## src/hw/rtl/rbf_pkg.sv

```systemverilog
// Shared types, constants and the 2^(-k/16) fraction table for the RBF kernel core.
// No dependencies; every other file in hw/rtl imports this package.
`timescale 1ns / 1ps

package rbf_pkg;

	localparam int SUM_W      = 39;
	localparam int IDX_W      = 10;
	localparam int GAMMA_W    = 24;
	localparam int KVAL_W     = 17;
	localparam int FIFO_DEPTH = 2;

	localparam logic [SUM_W-1:0] SUM_MAX   = {SUM_W{1'b1}};
	localparam logic [16:0]      LOG2E_Q16 = 17'd94548;
	localparam logic [15:0]      LN2_Q16   = 16'd45426;
	localparam logic [16:0]      ONE_Q16   = 17'd65536;
	localparam logic [GAMMA_W-1:0] GAMMA_RESET = 24'd65536;

	// Configuration register indexes (word addresses).
	localparam logic REG_GAMMA = 1'b0;

	typedef struct packed {
		logic signed [15:0] x_feature;
		logic signed [15:0] y_feature;
		logic               last_feature;
		logic [IDX_W-1:0]   row_index;
		logic [IDX_W-1:0]   col_index;
	} rbf_in_t;

	typedef struct packed {
		logic [KVAL_W-1:0] kernel_value;
		logic [IDX_W-1:0]  out_row;
		logic [IDX_W-1:0]  out_col;
	} rbf_out_t;

	// One finished distance sum waiting for the exponential unit.
	typedef struct packed {
		logic [SUM_W-1:0] distance;
		logic [IDX_W-1:0] row;
		logic [IDX_W-1:0] col;
	} rbf_job_t;

	function automatic logic [16:0] exp2_frac(input logic [3:0] k);
		logic [16:0] v;
		case (k)
			4'd0:  v = 17'd65536;
			4'd1:  v = 17'd62757;
			4'd2:  v = 17'd60097;
			4'd3:  v = 17'd57549;
			4'd4:  v = 17'd55109;
			4'd5:  v = 17'd52773;
			4'd6:  v = 17'd50535;
			4'd7:  v = 17'd48393;
			4'd8:  v = 17'd46341;
			4'd9:  v = 17'd44376;
			4'd10: v = 17'd42495;
			4'd11: v = 17'd40693;
			4'd12: v = 17'd38968;
			4'd13: v = 17'd37316;
			4'd14: v = 17'd35734;
			4'd15: v = 17'd34219;
			default: v = 17'd65536;
		endcase
		return v;
	endfunction

endpackage

```

## src/hw/rtl/rbf_accum.sv

```systemverilog
// Front end: accepts feature pairs, squares the difference and accumulates the distance.
// Depends on rbf_pkg; hands finished sums to rbf_fifo.
`timescale 1ns / 1ps

module rbf_accum (
	input  logic             clk,
	input  logic             arst_n,
	input  logic             feat_valid,
	output logic             feat_ready,
	input  rbf_pkg::rbf_in_t feat,
	output logic             job_valid,
	input  logic             job_ready,
	output rbf_pkg::rbf_job_t job
);
	import rbf_pkg::*;

	logic                 s1_valid_q;
	logic [31:0]          sq_s1;
	logic                 last_s1;
	logic [IDX_W-1:0]     row_s1;
	logic [IDX_W-1:0]     col_s1;
	logic [SUM_W-1:0]     sum_q;

	logic signed [16:0]   diff;
	logic [15:0]          mag;
	logic [SUM_W:0]       sum_wide;
	logic [SUM_W-1:0]     sum_sat;
	logic                 s1_go;
	logic                 take;

	assign diff = 17'(feat.x_feature) - 17'(feat.y_feature);
	assign mag  = diff[16] ? 16'(-diff) : diff[15:0];

	assign sum_wide = {1'b0, sum_q} + {8'd0, sq_s1};
	assign sum_sat  = sum_wide[SUM_W] ? SUM_MAX : sum_wide[SUM_W-1:0];

	// A last feature can only leave stage 1 when the queue has room.
	assign s1_go      = s1_valid_q && (!last_s1 || job_ready);
	assign feat_ready = !s1_valid_q || s1_go;
	assign take       = feat_valid && feat_ready;

	assign job_valid    = s1_valid_q && last_s1;
	assign job.distance = sum_sat;
	assign job.row      = row_s1;
	assign job.col      = col_s1;

	always_ff @(posedge clk or negedge arst_n) begin
		if (!arst_n) begin
			s1_valid_q <= 1'b0;
			sum_q      <= '0;
		end else begin
			if (take) begin
				s1_valid_q <= 1'b1;
			end else if (s1_go) begin
				s1_valid_q <= 1'b0;
			end
			if (s1_go) begin
				sum_q <= last_s1 ? '0 : sum_sat;
			end
		end
	end

	always_ff @(posedge clk) begin
		if (take) begin
			sq_s1   <= mag * mag;
			last_s1 <= feat.last_feature;
			row_s1  <= feat.row_index;
			col_s1  <= feat.col_index;
		end
	end

	a_clear_after_last: assert property (@(posedge clk) disable iff (!arst_n)
		s1_go && last_s1 |=> sum_q == '0)
		else $error("distance sum not cleared after a last feature");

	a_stall_cause: assert property (@(posedge clk) disable iff (!arst_n)
		!feat_ready |-> s1_valid_q && last_s1 && !job_ready)
		else $error("front stalled without a blocked last feature");

	a_sum_hold: assert property (@(posedge clk) disable iff (!arst_n)
		!s1_go |=> $stable(sum_q))
		else $error("distance sum changed without a feature");

endmodule

```

## src/hw/rtl/rbf_fifo.sv

```systemverilog
// Short register queue of finished distance sums between front and back end.
// Depends on rbf_pkg for the job type.
`timescale 1ns / 1ps

module rbf_fifo #(
	parameter int DEPTH = rbf_pkg::FIFO_DEPTH
) (
	input  logic              clk,
	input  logic              arst_n,
	input  logic              push_valid,
	output logic              push_ready,
	input  rbf_pkg::rbf_job_t push_data,
	output logic              pop_valid,
	input  logic              pop_ready,
	output rbf_pkg::rbf_job_t pop_data
);
	import rbf_pkg::*;

	localparam int AW = (DEPTH > 1) ? $clog2(DEPTH) : 1;
	localparam int CW = $clog2(DEPTH + 1);

	rbf_job_t        mem_q [DEPTH];
	logic [AW-1:0]   wr_ptr_q;
	logic [AW-1:0]   rd_ptr_q;
	logic [CW-1:0]   count_q;
	logic            push;
	logic            pop;

	assign push_ready = count_q != CW'(DEPTH);
	assign pop_valid  = count_q != '0;
	assign push       = push_valid && push_ready;
	assign pop        = pop_valid && pop_ready;
	assign pop_data   = mem_q[rd_ptr_q];

	always_ff @(posedge clk or negedge arst_n) begin
		if (!arst_n) begin
			wr_ptr_q <= '0;
			rd_ptr_q <= '0;
			count_q  <= '0;
		end else begin
			if (push) begin
				wr_ptr_q <= (wr_ptr_q == AW'(DEPTH - 1)) ? '0 : wr_ptr_q + 1'b1;
			end
			if (pop) begin
				rd_ptr_q <= (rd_ptr_q == AW'(DEPTH - 1)) ? '0 : rd_ptr_q + 1'b1;
			end
			if (push && !pop) begin
				count_q <= count_q + 1'b1;
			end else if (pop && !push) begin
				count_q <= count_q - 1'b1;
			end
		end
	end

	always_ff @(posedge clk) begin
		if (push) begin
			mem_q[wr_ptr_q] <= push_data;
		end
	end

	a_count_bound: assert property (@(posedge clk) disable iff (!arst_n)
		count_q <= CW'(DEPTH))
		else $error("queue count exceeds depth");

	a_count_up: assert property (@(posedge clk) disable iff (!arst_n)
		push && !pop |=> count_q == $past(count_q) + 1'b1)
		else $error("queue count did not follow a push");

	a_count_both: assert property (@(posedge clk) disable iff (!arst_n)
		push && pop |=> $stable(count_q))
		else $error("queue count moved on a simultaneous push and pop");

endmodule

```

## src/hw/rtl/rbf_exp.sv

```systemverilog
// Back end: gamma times distance sum, exp(-t) in Q1.16; one step a cycle unless stalled.
// Depends on rbf_pkg for types, constants and the fraction table.
`timescale 1ns / 1ps

module rbf_exp (
	input  logic                          clk,
	input  logic                          arst_n,
	input  logic [rbf_pkg::GAMMA_W-1:0]   gamma,
	input  logic                          job_valid,
	output logic                          job_ready,
	input  rbf_pkg::rbf_job_t             job,
	output logic                          kern_valid,
	input  logic                          kern_ready,
	output rbf_pkg::rbf_out_t             kern
);
	import rbf_pkg::*;

	localparam logic [3:0] S_IDLE   = 4'd0;
	localparam logic [3:0] S_MUL_LO = 4'd1;
	localparam logic [3:0] S_MUL_HI = 4'd2;
	localparam logic [3:0] S_ADD    = 4'd3;
	localparam logic [3:0] S_LOG    = 4'd4;
	localparam logic [3:0] S_POLY1  = 4'd5;
	localparam logic [3:0] S_POLY2  = 4'd6;
	localparam logic [3:0] S_MANT   = 4'd7;
	localparam logic [3:0] S_SHIFT  = 4'd8;

	logic [3:0]   state_q;
	rbf_job_t     job_q;
	logic [43:0]  pp_lo_q;
	logic [42:0]  pp_hi_q;
	logic         big_q;
	logic [20:0]  t_q;
	logic [4:0]   n_q;
	logic [15:0]  f_q;
	logic [11:0]  a_q;
	logic [16:0]  poly_q;
	logic [16:0]  m_q;
	logic         kern_valid_q;
	rbf_out_t     kern_q;

	logic [62:0]  prod_p;
	logic [36:0]  t_rnd;
	logic [37:0]  u_full;
	logic [27:0]  a_full;
	logic [24:0]  a_sq;
	logic [17:0]  poly_full;
	logic [33:0]  m_full;
	logic [17:0]  rnd;
	logic [17:0]  shifted;
	logic [16:0]  result;
	logic         load_out;

	assign prod_p    = {19'd0, pp_lo_q} + {pp_hi_q, 20'd0};
	assign t_rnd     = {1'b0, prod_p[35:0]} + 37'd32768;
	assign u_full    = t_q * LOG2E_Q16 + 38'd32768;
	assign a_full    = f_q[11:0] * LN2_Q16 + 28'd32768;
	assign a_sq      = a_q * a_q + 25'd65536;
	assign poly_full = {1'b0, ONE_Q16} - {6'd0, a_q} + {10'd0, a_sq[24:17]};
	assign m_full    = exp2_frac(f_q[15:12]) * poly_q + 34'd32768;

	// Rounded right shift by the integer part of the base-2 exponent.
	assign rnd     = {1'b0, m_q} + (18'd1 << (n_q - 5'd1));
	assign shifted = rnd >> n_q;

	always_comb begin
		if (big_q || n_q >= 5'd17) begin
			result = '0;
		end else if (n_q == 5'd0) begin
			result = m_q;
		end else begin
			result = shifted[16:0];
		end
	end

	assign job_ready  = state_q == S_IDLE;
	assign load_out   = (state_q == S_SHIFT) && (!kern_valid_q || kern_ready);
	assign kern_valid = kern_valid_q;
	assign kern       = kern_q;

	always_ff @(posedge clk or negedge arst_n) begin
		if (!arst_n) begin
			state_q      <= S_IDLE;
			kern_valid_q <= 1'b0;
		end else begin
			if (load_out) begin
				kern_valid_q <= 1'b1;
			end else if (kern_ready) begin
				kern_valid_q <= 1'b0;
			end
			case (state_q)
				S_IDLE: begin
					if (job_valid) begin
						state_q <= S_MUL_LO;
					end
				end
				S_MUL_LO: state_q <= S_MUL_HI;
				S_MUL_HI: state_q <= S_ADD;
				S_ADD:    state_q <= S_LOG;
				S_LOG:    state_q <= S_POLY1;
				S_POLY1:  state_q <= S_POLY2;
				S_POLY2:  state_q <= S_MANT;
				S_MANT:   state_q <= S_SHIFT;
				S_SHIFT: begin
					if (load_out) begin
						state_q <= S_IDLE;
					end
				end
				default:  state_q <= S_IDLE;
			endcase
		end
	end

	always_ff @(posedge clk) begin
		if (state_q == S_IDLE && job_valid) begin
			job_q <= job;
		end
		if (state_q == S_MUL_LO) begin
			pp_lo_q <= gamma * job_q.distance[19:0];
		end
		if (state_q == S_MUL_HI) begin
			pp_hi_q <= gamma * job_q.distance[SUM_W-1:20];
		end
		if (state_q == S_ADD) begin
			// Arguments of 16.0 or more give zero.
			big_q <= |prod_p[62:36];
			t_q   <= t_rnd[36:16];
		end
		if (state_q == S_LOG) begin
			n_q <= u_full[36:32];
			f_q <= u_full[31:16];
		end
		if (state_q == S_POLY1) begin
			a_q <= a_full[27:16];
		end
		if (state_q == S_POLY2) begin
			poly_q <= poly_full[16:0];
		end
		if (state_q == S_MANT) begin
			m_q <= m_full[32:16];
		end
		if (load_out) begin
			kern_q.kernel_value <= result;
			kern_q.out_row      <= job_q.row;
			kern_q.out_col      <= job_q.col;
		end
	end

	a_value_range: assert property (@(posedge clk) disable iff (!arst_n)
		kern_valid |-> kern.kernel_value <= ONE_Q16)
		else $error("kernel value above 1.0");

	a_big_is_zero: assert property (@(posedge clk) disable iff (!arst_n)
		load_out && big_q |=> kern.kernel_value == '0)
		else $error("large argument did not give zero");

	a_job_start: assert property (@(posedge clk) disable iff (!arst_n)
		job_valid && job_ready |=> state_q == S_MUL_LO)
		else $error("exponential unit did not start on a taken job");

endmodule

```

## src/hw/rtl/rbf_kernel_pair_core.sv

```systemverilog
// Top level of the Gaussian RBF kernel core: APB gamma register, front end, queue, back end.
// Depends on rbf_pkg, rbf_accum, rbf_fifo and rbf_exp.
//
// Channel   Direction  Handshake             Transaction
// feat      in         feat_valid/feat_ready one feature pair of x and y
// kern      out        kern_valid/kern_ready one kernel value with row and column
// APB       in         psel/penable/pready   read or write of gamma
//
// The front end takes one feature pair every cycle; squaring and accumulation run in
// two stages, and a last feature waits only while the job queue is full.
// The exponential unit takes a job only when idle and forms two partial products of the
// 24 by 39 bit gamma multiply, then one multiply a cycle through the fraction evaluation.
// Vectors of nine or more features stream without stalls while kern_ready is held high.
// Reset clears the distance sum, the queue and all valid flags; gamma returns to 1.0.
`timescale 1ns / 1ps

module rbf_kernel_pair_core #(
	parameter int FIFO_DEPTH = rbf_pkg::FIFO_DEPTH
) (
	input  logic              clk,
	input  logic              arst_n,
	input  logic              feat_valid,
	output logic              feat_ready,
	input  rbf_pkg::rbf_in_t  feat,
	output logic              kern_valid,
	input  logic              kern_ready,
	output rbf_pkg::rbf_out_t kern,
	input  logic              psel,
	input  logic              penable,
	input  logic              pwrite,
	input  logic [2:0]        paddr,
	input  logic [31:0]       pwdata,
	output logic [31:0]       prdata,
	output logic              pready
);
	import rbf_pkg::*;

	logic [GAMMA_W-1:0] gamma_q;
	logic               push_valid;
	logic               push_ready;
	rbf_job_t           push_data;
	logic               pop_valid;
	logic               pop_ready;
	rbf_job_t           pop_data;

	assign pready = 1'b1;
	assign prdata = (paddr[2] == REG_GAMMA) ? {8'd0, gamma_q} : 32'd0;

	always_ff @(posedge clk or negedge arst_n) begin
		if (!arst_n) begin
			gamma_q <= GAMMA_RESET;
		end else if (psel && penable && pwrite && pready && paddr[2] == REG_GAMMA) begin
			gamma_q <= pwdata[GAMMA_W-1:0];
		end
	end

	rbf_accum u_accum (
		.clk        (clk),
		.arst_n     (arst_n),
		.feat_valid (feat_valid),
		.feat_ready (feat_ready),
		.feat       (feat),
		.job_valid  (push_valid),
		.job_ready  (push_ready),
		.job        (push_data)
	);

	rbf_fifo #(
		.DEPTH (FIFO_DEPTH)
	) u_fifo (
		.clk        (clk),
		.arst_n     (arst_n),
		.push_valid (push_valid),
		.push_ready (push_ready),
		.push_data  (push_data),
		.pop_valid  (pop_valid),
		.pop_ready  (pop_ready),
		.pop_data   (pop_data)
	);

	rbf_exp u_exp (
		.clk        (clk),
		.arst_n     (arst_n),
		.gamma      (gamma_q),
		.job_valid  (pop_valid),
		.job_ready  (pop_ready),
		.job        (pop_data),
		.kern_valid (kern_valid),
		.kern_ready (kern_ready),
		.kern       (kern)
	);

endmodule

```

## config.mk

```make
export PLATFORM = sky130hd
export DESIGN_NAME = rbf_kernel_pair_core
export DESIGN_NICKNAME = d
export VERILOG_FILES = /design/src/hw/rtl/rbf_pkg.sv /design/src/hw/rtl/rbf_accum.sv /design/src/hw/rtl/rbf_fifo.sv /design/src/hw/rtl/rbf_exp.sv /design/src/hw/rtl/rbf_kernel_pair_core.sv
export SDC_FILE = /design/constraint.sdc
export NUM_CORES = 2
export LEC_CHECK = 0
export ABC_AREA = 1
export BUFFER_PORTS_ARGS = -buffer_cell sky130_fd_sc_hd__buf_2
export CORE_MARGIN = 2
export CORE_UTILIZATION = 30
export DETAILED_ROUTE_END_ITERATION = 16
export GPL_TIMING_DRIVEN = 1
export PLACE_DENSITY = 0.51
export RECOVER_POWER = 25
export SKIP_LAST_GASP = 1
export SLEW_MARGIN = 20
export SYNTH_ARGS = -nofsm -noshare
export SYNTH_HDL_FRONTEND = slang
export SYNTH_SLANG_ARGS = --single-unit
```

## constraint.sdc

```tcl
create_clock -name clk -period 8.73 [get_ports clk]
set_input_delay 1.3095 -clock clk [delete_from_list [all_inputs] [get_ports clk]]
set_output_delay 1.3095 -clock clk [all_outputs]
set_load 0.1 [all_outputs]
```

==> metrics.md <==
| Metric | Value |
|---|---|
| Clk_lat worst skew | 770 ps |
| Status | finished, violations left |
| Non-Filler Instances | 14500 |
| Tmin final | 8170 ps |
| Starting Density | 30.2% |
| Most common cell in the netlist | inv_1 |
| Layout Area Growth over Synthesis | 9.66% |
| Final ANT Viol Nets | 0 |
| Post-Place Cells | 14400 |
| Buf/Inv on CP | 10 |
| WP depth | 39 |
| Hold WC Path Type | flip-flop to flip-flop |
| Via count | 65000 |
| Core area | 288000 µm² |
| WP data arrival | 8630 ps |
| Avg WL per Cell | 16.0 µm |
| Synth warnings | 0 |
| DRT Pass-1 Iters | 6 |
| CP peak stage delay | 540 ps |
| Clk Tree Root Cell | clkbuf_16 |
| Port bufs | 147 |
| Total Routing Usage GR | 16.1% |
| Final hold vios | 0 |
| RSZ-0062 raised after global routing | false |
| Crit start category | primary input |
| Netlist cell types | 69 |
| Chip Width | 542 µm |
| Post-Route WL | 231000 µm |
| H-tree depth | 2 |
| CTS buffer count | 60 |
| Data required, critical path | 9190 ps |
| Vias per cell | 4.49 |
| Synth Instances | 10500 |
| Yosys reg bits | 517 |
| Critical Path Sink Type | flip-flop |
| Number of setup violations in the final report | 0 |
| CTS clock-pin slew for the worst setup and hold paths | 60 ps |
| Largest delay contributor family on the critical path | adder cells |
| Synth area leaders | fa_1, edfxtp_1, ha_1, inv_1, nand2_1 |
| Max Fclk | 122 MHz |
| Worst hold margin | 376 ps |
| Remaining Overflow, GRT | 0 |
| Post-DP HPWL | 186000 µm |
| Fin. max-slew vios | 161 |
| Initial antenna violation count | 5 |
| Violated checks | max-capacitance violations, max-slew violations |
| Yosys top cell area share | 31.7% |
| Top Ports | 167 |
| Area of the mapped netlist | 87000 µm² |
| Post-synth EDFFs | 427 |
| Max_cap viols | 4 |
| Die Ht | 542 µm |
| Fin nets | 13000 |
| Sequential fraction of the synthesis area | 17.2% |
| Mapped Avg Cell Area | 8.30 µm² |
| Routability Congestion | 0.852 |
| Worst slew pin tran | 3250 ps |
| Hold buffer count at CTS | 0 |
| Yosys top cell by area | fa_1 |
| DRC | 0 |
| CTS tree | yes |
| Cell depth of the worst hold path | 0 |
| Max clock buf depth | 3 |
| Top_reg_cell synth | edfxtp_1 |
| Relative slew slack | -117% |
| Crit path launch | feat[21] |
| Crit Path Max Fanout | 17 |
| Inserted Diodes | 0 |
| Final Cycle Share | 93.6% |
| Slowest stage cell, crit path | fa_1 |
| Die ar. | 294000 µm² |
| Post-layout util | 33.1% |
| Number of global-route vias before repair | 68400 |
| FF-to-FF Start | u_exp.job_q[25] |
| Synth async-reset ratio | 14.1% |
| Setup Skew | 113 ps |
| Min-delay src | u_exp.job_q[17] |
| FF-to-FF path depth | 23 |
| Largest net degree at the start of global routing | 61 |
| Clock Sinks | 517 |
| Layout cells sized above 1 | 6.35% |
| Commonest cells post-synth | inv_1, nand2_1, fa_1, ha_1, nor2_1 |
| Setup CP Type | primary input to flip-flop |
| Site Rows | 197 |
| First DRT Iteration DRCs | 3628 |
| First-pass GRT wire length | 377000 µm |
[through the flow]
stage               setup TNS [ps]  instance area, µm²  worst slack (ps)
finish                           0               95400               563
detailed placement           -1830               93400              -259
CTS                              0               95300               498
global placement             -2370               93400              -322
global route                     0               95400              27.1
floorplan                        0               87000               434
[path summary, 6_finish.rpt]
kind                                           to  slack (ps)
worst max-delay path            u_accum.sq_s1[29]         560
worst min-delay path               u_exp.kern[17]         380
worst max register to register  u_exp.pp_lo_q[39]        1190
worst min register to register     u_exp.kern[17]         380
max in group asynchronous        u_exp.state_q[2]        5910
min in group asynchronous             gamma_q[20]        1070
[area by class of cell]
type / instances / area, µm²
fill: 30500 / 193000
tap: 3781 / 4730
multi-input combinational: 6977 / 60700
inverter: 2665 / 10000
clock buffer: 68 / 1560
timing repair buffer: 429 / 2900
clock inverter: 44 / 418
sequential: 517 / 15000
[registers in the layout, indices dropped and copies added (netlist names), 5 cells and up, named ones only]
name / cells
u_exp.a_q: 12
u_exp.n_q: 5
u_accum.sq_s1: 31
u_exp.kern: 37
u_exp.f_q: 16
u_accum.row_s1: 10
gamma_q: 24
u_accum.col_s1: 10
u_exp.pp_hi_q: 43
u_exp.pp_lo_q: 29
u_accum.sum_q: 39
u_exp.t_q: 21
u_exp.poly_q: 17
u_exp.m_q: 17
u_fifo.mem_q: 118
u_exp.job_q: 59
[what timing repair did]
action	4_1_cts	5_1_grt
gates resized for setup	0	2
setup endpoints to repair	0	2
setup buffers	0	0
[per-layer routing]
metal	share of wire (%)	up-vias	track usage (%)	routed length (µm)
met5	0.0078	-	0	18
met4	1.9	4	3.06	4370
met3	4.3	220	1.69	10000
met2	48	1237	27.7	111000
met1	46	31800	21.7	106000
li1	-	31800	-	-
[worst register-to-register path: cells and delay by family (launching register included)]
family | cells | cell delay [ps]
adders and majority gates | 8 | 3980
DFF | 1 | 970
and+or+nand+nor | 7 | 830
buffers and inverters | 5 | 610
AOI/OAI and AO/OA | 2 | 530
xor gates and xnor gates | 1 | 320
[placed cells by master (no fill, tap or decap), types with 145 or more instances in the layout]
| cell | count |
|---|---|
| fa_1 | 1376 |
| buf_2 | 145 |
| o21ai_0 | 196 |
| buf_4 | 270 |
| xor2_1 | 198 |
| ha_1 | 912 |
| nor2_1 | 542 |
| inv_1 | 2642 |
| nand3_1 | 285 |
| a21oi_1 | 386 |
| edfxtp_1 | 427 |
| nand2_1 | 2503 |
[cells by family (layout without fill, tap and decap cells)]
kind of cell | after synthesis | in the layout | synth area share, %
and+or+nand+nor | 3599 | 3599 | 16.8
buffers and inverters | 2990 | 3206 | 13.0
adders and majority gates | 2289 | 2289 | 44.8
AOI/OAI and AO/OA | 789 | 789 | 5.13
DFF | 517 | 517 | 17.2
xor gates and xnor gates | 291 | 291 | 2.96
other | 2 | 9 | 0.00864
Power is left out: the tool's default activity adds up to more than one toggle a clock period on the data nets, which glitch-free logic cannot reach.
